$ cat config.mk
export PLATFORM = sky130hd
export DESIGN_NAME = double_ended_queue_with_key_search
export DESIGN_NICKNAME = d
export VERILOG_FILES = /design/src/rtl/deq_pkg.sv /design/src/rtl/deq_ram.sv /design/src/rtl/deq_front.sv /design/src/rtl/deq_back.sv /design/src/rtl/double_ended_queue_with_key_search.sv
export SDC_FILE = /design/constraint.sdc
export NUM_CORES = 1
export LEC_CHECK = 0
export ABC_CLOCK_PERIOD_IN_PS = 5800
export BUFFER_PORTS_ARGS = -buffer_cell sky130_fd_sc_hd__buf_4
export CAP_MARGIN = 20
export CORE_UTILIZATION = 50
export CTS_BUF_LIST = sky130_fd_sc_hd__clkbuf_4
export CTS_CLUSTER_DIAMETER = 40
export DETAILED_ROUTE_END_ITERATION = 7
export PLACE_DENSITY = 0.75
export SKIP_CTS_REPAIR_TIMING = 1
export SYNTH_ARGS = -nofsm -noshare
export SYNTH_HDL_FRONTEND = slang
export SYNTH_SLANG_ARGS = --single-unit
$ cat constraint.sdc
create_clock -name clock -period 5.8 [get_ports clock]
set_input_delay 0.87 -clock clock [delete_from_list [all_inputs] [get_ports clock]]
set_output_delay 0.87 -clock clock [all_outputs]
set_load 0.005 [all_outputs]
$ cat src/rtl/deq_pkg.sv
// Shared constants, types and index helpers for the double-ended queue.
`timescale 1ns / 1ps

package deq_pkg;

   localparam int DEPTH        = 16;
   localparam int PAYLOAD_BITS = 32;

   localparam int MODE_W   = 3;
   localparam int KEY_W    = 32;
   localparam int FIELD_W  = 32;
   localparam int STATUS_W = 2;
   localparam int IDX_W    = (DEPTH > 1) ? $clog2(DEPTH) : 1;
   localparam int CNT_W    = $clog2(DEPTH + 1);
   localparam int ENTRY_W  = KEY_W + PAYLOAD_BITS;

   // Request modes as they arrive on the port.
   localparam logic [MODE_W-1:0] MODE_PUSH_FRONT = 3'd0;
   localparam logic [MODE_W-1:0] MODE_PUSH_REAR  = 3'd1;
   localparam logic [MODE_W-1:0] MODE_POP_FRONT  = 3'd2;
   localparam logic [MODE_W-1:0] MODE_POP_REAR   = 3'd3;
   localparam logic [MODE_W-1:0] MODE_FIND       = 3'd4;

   // Internal operation codes after classification.
   localparam int OP_W = 3;
   localparam logic [OP_W-1:0] OP_NOP        = 3'd0;
   localparam logic [OP_W-1:0] OP_PUSH_FRONT = 3'd1;
   localparam logic [OP_W-1:0] OP_PUSH_REAR  = 3'd2;
   localparam logic [OP_W-1:0] OP_POP_FRONT  = 3'd3;
   localparam logic [OP_W-1:0] OP_POP_REAR   = 3'd4;
   localparam logic [OP_W-1:0] OP_FIND       = 3'd5;

   localparam logic [STATUS_W-1:0] STATUS_OK    = 2'd0;
   localparam logic [STATUS_W-1:0] STATUS_EMPTY = 2'd1;
   localparam logic [STATUS_W-1:0] STATUS_FULL  = 2'd2;
   localparam logic [STATUS_W-1:0] STATUS_MISS  = 2'd3;

   typedef struct packed {
      logic [OP_W-1:0]         op;
      logic signed [KEY_W-1:0] key;
      logic [PAYLOAD_BITS-1:0] payload;
   } cmd_type;

   // Slot at offset off from idx, modulo DEPTH; off never exceeds DEPTH.
   function automatic logic [IDX_W-1:0] wrap_add(input logic [IDX_W-1:0] idx,
                                                 input logic [CNT_W-1:0] off);
      logic [CNT_W:0] s;
      s = (CNT_W+1)'(idx) + (CNT_W+1)'(off);
      if (s >= (CNT_W+1)'(DEPTH)) begin
         s = s - (CNT_W+1)'(DEPTH);
      end
      return s[IDX_W-1:0];
   endfunction

   function automatic logic [IDX_W-1:0] wrap_dec(input logic [IDX_W-1:0] idx);
      return (idx == '0) ? IDX_W'(DEPTH - 1) : idx - 1'b1;
   endfunction

   function automatic logic [PAYLOAD_BITS-1:0] to_store(input logic [FIELD_W-1:0] v);
      logic [FIELD_W+PAYLOAD_BITS-1:0] t;
      t = (FIELD_W+PAYLOAD_BITS)'(v);
      return t[PAYLOAD_BITS-1:0];
   endfunction

   function automatic logic [FIELD_W-1:0] from_store(input logic [PAYLOAD_BITS-1:0] v);
      logic [FIELD_W+PAYLOAD_BITS-1:0] t;
      t = (FIELD_W+PAYLOAD_BITS)'(v);
      return t[FIELD_W-1:0];
   endfunction

endpackage

$ cat src/rtl/deq_ram.sv
// Generic single-write, single-read RAM with registered read data.
`timescale 1ns / 1ps

module deq_ram #(
   parameter int WIDTH = 8,
   parameter int WORDS = 16
) (
   input  logic                               clock,
   input  logic                               wr_en,
   input  logic [(WORDS>1?$clog2(WORDS):1)-1:0] wr_addr,
   input  logic [WIDTH-1:0]                   wr_data,
   input  logic [(WORDS>1?$clog2(WORDS):1)-1:0] rd_addr,
   output logic [WIDTH-1:0]                   rd_data
);

   logic [WIDTH-1:0] mem_ff [WORDS];
   logic [WIDTH-1:0] rd_data_ff;

   always_ff @(posedge clock) begin
      if (wr_en) begin
         mem_ff[wr_addr] <= wr_data;
      end
      rd_data_ff <= mem_ff[rd_addr];
   end

   assign rd_data = rd_data_ff;

endmodule

$ cat src/rtl/deq_front.sv
// Request intake: classify the mode and buffer commands in a two-entry queue.
`timescale 1ns / 1ps

module deq_front (
   input  logic                          clock,
   input  logic                          reset,
   input  logic                          req_valid,
   output logic                          req_ready,
   input  logic [deq_pkg::MODE_W-1:0]    req_mode,
   input  logic signed [deq_pkg::KEY_W-1:0] req_entry_key,
   input  logic [deq_pkg::FIELD_W-1:0]   req_entry_payload,
   output logic                          cmd_valid,
   input  logic                          cmd_ready,
   output deq_pkg::cmd_type              cmd
);
   import deq_pkg::*;

   cmd_type    q_ff [2];
   logic       wr_ptr_ff, wr_ptr_in;
   logic       rd_ptr_ff, rd_ptr_in;
   logic [1:0] fill_ff, fill_in;
   cmd_type    new_cmd;
   logic       push, pop;

   always_comb begin
      new_cmd.key     = req_entry_key;
      new_cmd.payload = to_store(req_entry_payload);
      case (req_mode)
         MODE_PUSH_FRONT: new_cmd.op = OP_PUSH_FRONT;
         MODE_PUSH_REAR:  new_cmd.op = OP_PUSH_REAR;
         MODE_POP_FRONT:  new_cmd.op = OP_POP_FRONT;
         MODE_POP_REAR:   new_cmd.op = OP_POP_REAR;
         MODE_FIND:       new_cmd.op = OP_FIND;
         default:         new_cmd.op = OP_NOP;
      endcase
   end

   assign req_ready = (fill_ff != 2'd2);
   assign cmd_valid = (fill_ff != 2'd0);
   assign cmd       = q_ff[rd_ptr_ff];
   assign push      = req_valid && req_ready;
   assign pop       = cmd_valid && cmd_ready;

   always_comb begin
      wr_ptr_in = push ? ~wr_ptr_ff : wr_ptr_ff;
      rd_ptr_in = pop ? ~rd_ptr_ff : rd_ptr_ff;
      fill_in   = fill_ff + 2'(push) - 2'(pop);
   end

   always_ff @(posedge clock) begin
      if (reset) begin
         wr_ptr_ff <= 1'b0;
         rd_ptr_ff <= 1'b0;
         fill_ff   <= 2'd0;
      end else begin
         wr_ptr_ff <= wr_ptr_in;
         rd_ptr_ff <= rd_ptr_in;
         fill_ff   <= fill_in;
      end
   end

   always_ff @(posedge clock) begin
      if (push) begin
         q_ff[wr_ptr_ff] <= new_cmd;
      end
   end

endmodule

$ cat src/rtl/deq_back.sv
// Command execution: circular store, head index, count, key scan and result register.
`timescale 1ns / 1ps

module deq_back (
   input  logic                              clock,
   input  logic                              reset,
   input  logic                              cmd_valid,
   output logic                              cmd_ready,
   input  deq_pkg::cmd_type                  cmd,
   output logic                              rsp_valid,
   input  logic                              rsp_ready,
   output logic signed [deq_pkg::KEY_W-1:0]  rsp_out_key,
   output logic [deq_pkg::FIELD_W-1:0]       rsp_out_payload,
   output logic                              rsp_hit,
   output logic [deq_pkg::STATUS_W-1:0]      rsp_status,
   output logic [deq_pkg::CNT_W-1:0]         rsp_entry_count
);
   import deq_pkg::*;

   localparam logic [1:0] ST_IDLE = 2'd0;
   localparam logic [1:0] ST_POP  = 2'd1;
   localparam logic [1:0] ST_SCAN = 2'd2;

   logic [1:0]       state_ff, state_in;
   logic [IDX_W-1:0] front_ff, front_in;
   logic [CNT_W-1:0] count_ff, count_in;
   logic [CNT_W-1:0] iss_ff, iss_in;
   logic             chk_ff, chk_in;
   logic [KEY_W-1:0] key_ff, key_in;

   logic                rsp_valid_ff, rsp_valid_in;
   logic [KEY_W-1:0]    rsp_key_ff, rsp_key_in;
   logic [FIELD_W-1:0]  rsp_pay_ff, rsp_pay_in;
   logic                rsp_hit_ff, rsp_hit_in;
   logic [STATUS_W-1:0] rsp_status_ff, rsp_status_in;
   logic [CNT_W-1:0]    rsp_count_ff, rsp_count_in;

   logic               wr_en;
   logic [IDX_W-1:0]   wr_addr, rd_addr;
   logic [ENTRY_W-1:0] wr_data, rd_data;
   logic [KEY_W-1:0]   rd_key;
   logic [FIELD_W-1:0] rd_pay;

   logic load, res_hit, full, empty, take;
   logic [STATUS_W-1:0] res_status;

   deq_ram #(.WIDTH(ENTRY_W), .WORDS(DEPTH)) u_store (
      .clock   (clock),
      .wr_en   (wr_en),
      .wr_addr (wr_addr),
      .wr_data (wr_data),
      .rd_addr (rd_addr),
      .rd_data (rd_data)
   );

   assign rd_key  = rd_data[ENTRY_W-1 -: KEY_W];
   assign rd_pay  = from_store(rd_data[PAYLOAD_BITS-1:0]);
   assign wr_data = {cmd.key, cmd.payload};
   assign full    = (count_ff == CNT_W'(DEPTH));
   assign empty   = (count_ff == '0);
   assign take    = cmd_valid && cmd_ready;

   always_comb begin
      state_in   = state_ff;
      front_in   = front_ff;
      count_in   = count_ff;
      iss_in     = iss_ff;
      chk_in     = chk_ff;
      key_in     = key_ff;
      cmd_ready  = 1'b0;
      load       = 1'b0;
      res_hit    = 1'b0;
      res_status = STATUS_OK;
      wr_en      = 1'b0;
      wr_addr    = wrap_dec(front_ff);
      rd_addr    = wrap_add(front_ff, iss_ff);
      case (state_ff)
         ST_IDLE: begin
            cmd_ready = !rsp_valid_ff || rsp_ready;
            if (take) begin
               if (cmd.op inside {OP_PUSH_FRONT, OP_PUSH_REAR}) begin
                  load = 1'b1;
                  if (full) begin
                     res_status = STATUS_FULL;
                  end else begin
                     wr_en    = 1'b1;
                     count_in = count_ff + 1'b1;
                     if (cmd.op == OP_PUSH_FRONT || empty) begin
                        front_in = wrap_dec(front_ff);
                     end else begin
                        wr_addr = wrap_add(front_ff, count_ff);
                     end
                  end
               end else if (cmd.op inside {OP_POP_FRONT, OP_POP_REAR}) begin
                  if (empty) begin
                     load       = 1'b1;
                     res_status = STATUS_EMPTY;
                  end else begin
                     count_in = count_ff - 1'b1;
                     state_in = ST_POP;
                     if (cmd.op == OP_POP_FRONT) begin
                        rd_addr  = front_ff;
                        front_in = wrap_add(front_ff, CNT_W'(1));
                     end else begin
                        rd_addr = wrap_add(front_ff, count_ff - 1'b1);
                     end
                  end
               end else if (cmd.op == OP_FIND) begin
                  key_in = cmd.key;
                  if (empty) begin
                     load       = 1'b1;
                     res_status = STATUS_MISS;
                  end else begin
                     iss_in   = '0;
                     chk_in   = 1'b0;
                     state_in = ST_SCAN;
                  end
               end else begin
                  load = 1'b1;
               end
            end
         end
         ST_POP: begin
            load     = 1'b1;
            res_hit  = 1'b1;
            state_in = ST_IDLE;
         end
         ST_SCAN: begin
            if (chk_ff && rd_key == key_ff) begin
               load     = 1'b1;
               res_hit  = 1'b1;
               state_in = ST_IDLE;
            end else if (iss_ff == count_ff) begin
               load       = 1'b1;
               res_status = STATUS_MISS;
               state_in   = ST_IDLE;
            end else begin
               iss_in = iss_ff + 1'b1;
               chk_in = 1'b1;
            end
         end
         default: begin
            state_in = ST_IDLE;
         end
      endcase
   end

   always_comb begin
      rsp_valid_in  = rsp_valid_ff && !rsp_ready;
      rsp_key_in    = rsp_key_ff;
      rsp_pay_in    = rsp_pay_ff;
      rsp_hit_in    = rsp_hit_ff;
      rsp_status_in = rsp_status_ff;
      rsp_count_in  = rsp_count_ff;
      if (load) begin
         rsp_valid_in  = 1'b1;
         rsp_key_in    = res_hit ? rd_key : '0;
         rsp_pay_in    = res_hit ? rd_pay : '0;
         rsp_hit_in    = res_hit;
         rsp_status_in = res_status;
         rsp_count_in  = count_in;
      end
   end

   always_ff @(posedge clock) begin
      if (reset) begin
         state_ff     <= ST_IDLE;
         front_ff     <= '0;
         count_ff     <= '0;
         iss_ff       <= '0;
         chk_ff       <= 1'b0;
         rsp_valid_ff <= 1'b0;
      end else begin
         state_ff     <= state_in;
         front_ff     <= front_in;
         count_ff     <= count_in;
         iss_ff       <= iss_in;
         chk_ff       <= chk_in;
         rsp_valid_ff <= rsp_valid_in;
      end
   end

   always_ff @(posedge clock) begin
      key_ff        <= key_in;
      rsp_key_ff    <= rsp_key_in;
      rsp_pay_ff    <= rsp_pay_in;
      rsp_hit_ff    <= rsp_hit_in;
      rsp_status_ff <= rsp_status_in;
      rsp_count_ff  <= rsp_count_in;
   end

   assign rsp_valid       = rsp_valid_ff;
   assign rsp_out_key     = rsp_key_ff;
   assign rsp_out_payload = rsp_pay_ff;
   assign rsp_hit         = rsp_hit_ff;
   assign rsp_status      = rsp_status_ff;
   assign rsp_entry_count = rsp_count_ff;

   a_count_bound: assert property (@(posedge clock) disable iff (reset)
      count_ff <= CNT_W'(DEPTH))
      else $error("held count above depth");

   a_scan_bound: assert property (@(posedge clock) disable iff (reset)
      state_ff == ST_SCAN |-> iss_ff <= count_ff)
      else $error("scan offset past held records");

   a_no_overwrite: assert property (@(posedge clock) disable iff (reset)
      load |-> (!rsp_valid_ff || rsp_ready))
      else $error("result register overwritten while waiting");

   a_push_count: assert property (@(posedge clock) disable iff (reset)
      (wr_en && state_ff == ST_IDLE) |=> count_ff == $past(count_ff) + 1'b1)
      else $error("push did not advance count");

endmodule

$ cat src/rtl/double_ended_queue_with_key_search.sv
// Top level of the bounded double-ended queue with key search.
`timescale 1ns / 1ps

// Channel   Direction  Handshake          Word
// req_      in         req_valid/ready    mode, entry_key, entry_payload
// rsp_      out        rsp_valid/ready    out_key, out_payload, hit, status, entry_count
//
// One word enters the front queue per cycle while req_ready is high; the back
// executes one command at a time. A pop waits on the registered store read;
// a find scans from the head, one store read port per cycle, until it reaches
// the first match or the held count.
// Reset clears head index, count, the front queue and the result valid; the store needs no clearing.
// A stalled rsp_ holds the result register and, once the front queue fills,
// drops req_ready; intake keeps running while the back works.

module double_ended_queue_with_key_search (
   input  logic                              clock,
   input  logic                              reset,
   input  logic                              req_valid,
   output logic                              req_ready,
   input  logic [deq_pkg::MODE_W-1:0]        req_mode,
   input  logic signed [deq_pkg::KEY_W-1:0]  req_entry_key,
   input  logic [deq_pkg::FIELD_W-1:0]       req_entry_payload,
   output logic                              rsp_valid,
   input  logic                              rsp_ready,
   output logic signed [deq_pkg::KEY_W-1:0]  rsp_out_key,
   output logic [deq_pkg::FIELD_W-1:0]       rsp_out_payload,
   output logic                              rsp_hit,
   output logic [deq_pkg::STATUS_W-1:0]      rsp_status,
   output logic [deq_pkg::CNT_W-1:0]         rsp_entry_count
);
   import deq_pkg::*;

   // Classified command between intake and execution.
   cmd_type cmd;
   logic    cmd_valid;
   logic    cmd_ready;

   // Intake: map the mode to an operation and buffer it.
   deq_front u_front (
      .clock             (clock),
      .reset             (reset),
      .req_valid         (req_valid),
      .req_ready         (req_ready),
      .req_mode          (req_mode),
      .req_entry_key     (req_entry_key),
      .req_entry_payload (req_entry_payload),
      .cmd_valid         (cmd_valid),
      .cmd_ready         (cmd_ready),
      .cmd               (cmd)
   );

   // Execution: update the circular store, scan for keys, hold the result.
   deq_back u_back (
      .clock           (clock),
      .reset           (reset),
      .cmd_valid       (cmd_valid),
      .cmd_ready       (cmd_ready),
      .cmd             (cmd),
      .rsp_valid       (rsp_valid),
      .rsp_ready       (rsp_ready),
      .rsp_out_key     (rsp_out_key),
      .rsp_out_payload (rsp_out_payload),
      .rsp_hit         (rsp_hit),
      .rsp_status      (rsp_status),
      .rsp_entry_count (rsp_entry_count)
   );

endmodule

==> summary.txt <==
Global route
  • Global Route met2 Usage: 40.1%
  • Initial antenna violation count: 2
  • First-pass GRT wire length: 198 mm
  • Largest net degree at the start of global routing: 195
  • Number of global-route vias before repair: 32,100
  • Total gr overflow: 0
  • Gr usage total: 24.6%
  • Met3 GRT Util: 4.81%
  • Busiest grt layer: met2
  • Met1 usage in global routing: 32.3%

Synth
  • Yosys cell types: 62
  • Synthesized area: 53,200 um^2
  • Syn Area/Cell: 16.5 um^2
  • Ys Warns: 0
  • Post-synth EDFFs: 1,262
  • Syn Nets: 3,319
  • Yosys reg bits: 1,349
  • Gate Count Post-Synth: 3,224
  • Top_reg_cell synth: edfxtp_1
  • Synth area leader: edfxtp_1
  • Share of flip-flops with an asynchronous set or reset: 0%
  • Synth top area share: 71.2%
  • Synth area leaders: edfxtp_1 71%, a2111oi_0 4.4%, mux2i_1 3.8%
  • Sequential share of the synthesized area: 74.5%

Floorplanning
  • Die area: 108,000 um^2
  • Die extent in y: 328 um
  • DIE WIDTH: 328 um
  • Site row count: 119
  • Initial Utilization: 50.5%
  • I/O pin total: 145
  • CORE AREA: 105,000 um^2

Layout
  • Final Non-Filler Cells: 5,278
  • Synth-to-layout area growth: 15.2%
  • Ratio of cells with drive above 1 in the final layout: 24.2%
  • Commonest non-fill, non-tap cell in the layout: edfxtp_1
  • Layout Nets: 3,721
  • Most frequent cells in the layout: 1,262 x edfxtp_1, 506 x clkbuf_4, 266 x a2111oi_0

Placed design
  • Detail Placement HPWL: 68.9 mm
  • Pre-CTS WS: 978 ps
  • Cells after DPL: 4,598
  • Port buffer count: 144
  • Placer Congestion: 0.818

Worst setup path
  • FF-to-FF setup slack: 1000 ps
  • Max FO, Critical Path: 54
  • CP startpoint kind: flip-flop
  • Type of the worst setup path: flip-flop to flip-flop
  • Worst Setup End Kind: flip-flop
  • CP Data Arrival Time: 5820 ps
  • CP Data Required Time: 6810 ps

STA
  • Hold slack: 22.7 ps
  • Actual slew at the worst max-slew pin: 1120 ps
  • Final setup fails: 0
  • Setup tns final: 0 ps
  • Crit path time final: 4800 ps
  • Tcrit/Tclk final: 82.8%
  • Worst slew margin: 25.4%
  • Unrepaired setup endpoints after global routing: false
  • Max Clock Freq: 208 MHz
  • Count of final hold-check violations: 0
  • Final Worst Setup Slack: 997 ps
  • Clock Skew: 127 ps
  • Slew Limit Fails: 0

Drt
  • DR vias/cell: 6.11
  • Average wire per cell in the routed design: 25.3 um
  • Initial DRC Count: 3,299
  • Post-route ant nets: 0
  • Final wirelength: 134 mm
  • Drt first pass iters: 8
  • Post-route DRC: 32
  • Routed vias: 32,200

Clock network
  • Clk slew on worst S/H paths: 70 ps
  • Num Clock Sinks: 1,349
  • Htree depth: 5
  • CTS Buf Count: 351
  • Root Driver: clkbuf_4
  • CTS tree: done
  • Clk Latency, worst-skew pair: 1220 ps
  • CTS Buffer Depth: 4

Pwr
  • Tot Pwr: 29.8 mW
  • Total power divided by cell area: 487 nW/um^2
  • Lkg Pwr: 21.2 nW
  • Max VDD drop: 0.313 mV

Outcome
  • Failing checks: design-rule violations
  • Status: finished, violations left

Job
  • Max-Cap Viols: 0

Hold path
  • Hold Crit Class: input pin to flip-flop
cells in the mapped netlist (11+ instances only):
cell type	n
a2111oi_0	266
a2111oi_2	51
a211o_1	63
a211oi_1	132
a21oi_1	35
and2_1	70
and3_1	258
buf_2	37
clkbuf_1	194
dfxtp_1	87
edfxtp_1	1262
ha_1	21
inv_1	19
mux2_2	67
mux2i_1	200
nand2_1	154
nand3_1	74
nor2_1	40
nor3_1	11
o21ai_0	15
xnor2_1	17
xor2_1	40
flip-flops by register name, indices dropped and copies added (netlist names), 4 cells and up, named ones only:
register / flops
u_back.count_ff: 5
u_back.front_ff: 4
u_back.iss_ff: 5
u_back.key_ff: 32
u_back.rsp_entry_count: 5
u_back.rsp_out_key: 32
u_back.rsp_out_payload: 32
u_back.u_store.mem_ff: 1024
u_back.u_store.rd_data: 64
u_front.q_ff: 134
routing by layer:
layer | wire length, um | share of wire, %
met3 | 11100 | 8.3
met5 | 0 | 0
met2 | 65000 | 49
met1 | 53700 | 40
met4 | 3840 | 2.9
stage by stage:
step / instance area, um^2 / util, %
2_1_floorplan: 53200 / -
3_3_place_gp: 56300 / 53.4
3_5_place_dp: 56300 / 53.4
4_1_cts: 60600 / 57.5
5_1_grt: 61300 / 58.1
6_report: 61300 / 58.1
cell type report:
class,instances,area [um^2]
Antenna cell,5,12.5
Clock buffer,506,3800
Clock inverter,103,526
Fill cell,7911,44200
Inverter,19,73.8
Multi-Input combinational cell,1606,12700
Sequential cell,1349,39600
Tap cell,1391,1740
Timing Repair Buffer,299,2800
critical path: stages (launching register included):
cell	delay (ps)
dfxtp_4	850
mux2i_1	440
or3_1	570
a211o_4	450
mux2_8	510
nor2_4	770
buf_12	340
buf_4	200
a2111oi_0	110
a211o_1	310
final timing paths:
kind	from	endpoint	depth (start not counted)
setup reg to reg	flip-flop	u_back.u_store.rd_data[39]	9
setup / recovery	flip-flop	u_back.u_store.rd_data[39]	9
hold reg to reg	u_back.u_store.mem_ff[2][27]	u_back.u_store.rd_data[27]	3
hold / removal	rsp_ready	u_back.rsp_valid	3
where the power goes:
group          switching [mW]  internal [mW]
registers               0.561           12.7
logic                    5.78           2.95
clock network            3.72           4.18
total                    10.1           19.8
logic make-up after synthesis:
group	synth area share, %
AO/OA/AOI/OAI	9.84
XOR/XNOR	0.939
adder cells (fa/ha/maj)	0.607
buffers and inverters	2.16
flip-flops	74.5
multiplexers	5.24
AND/OR/NAND/NOR	6.69
(Power assumes the default switching activity.)
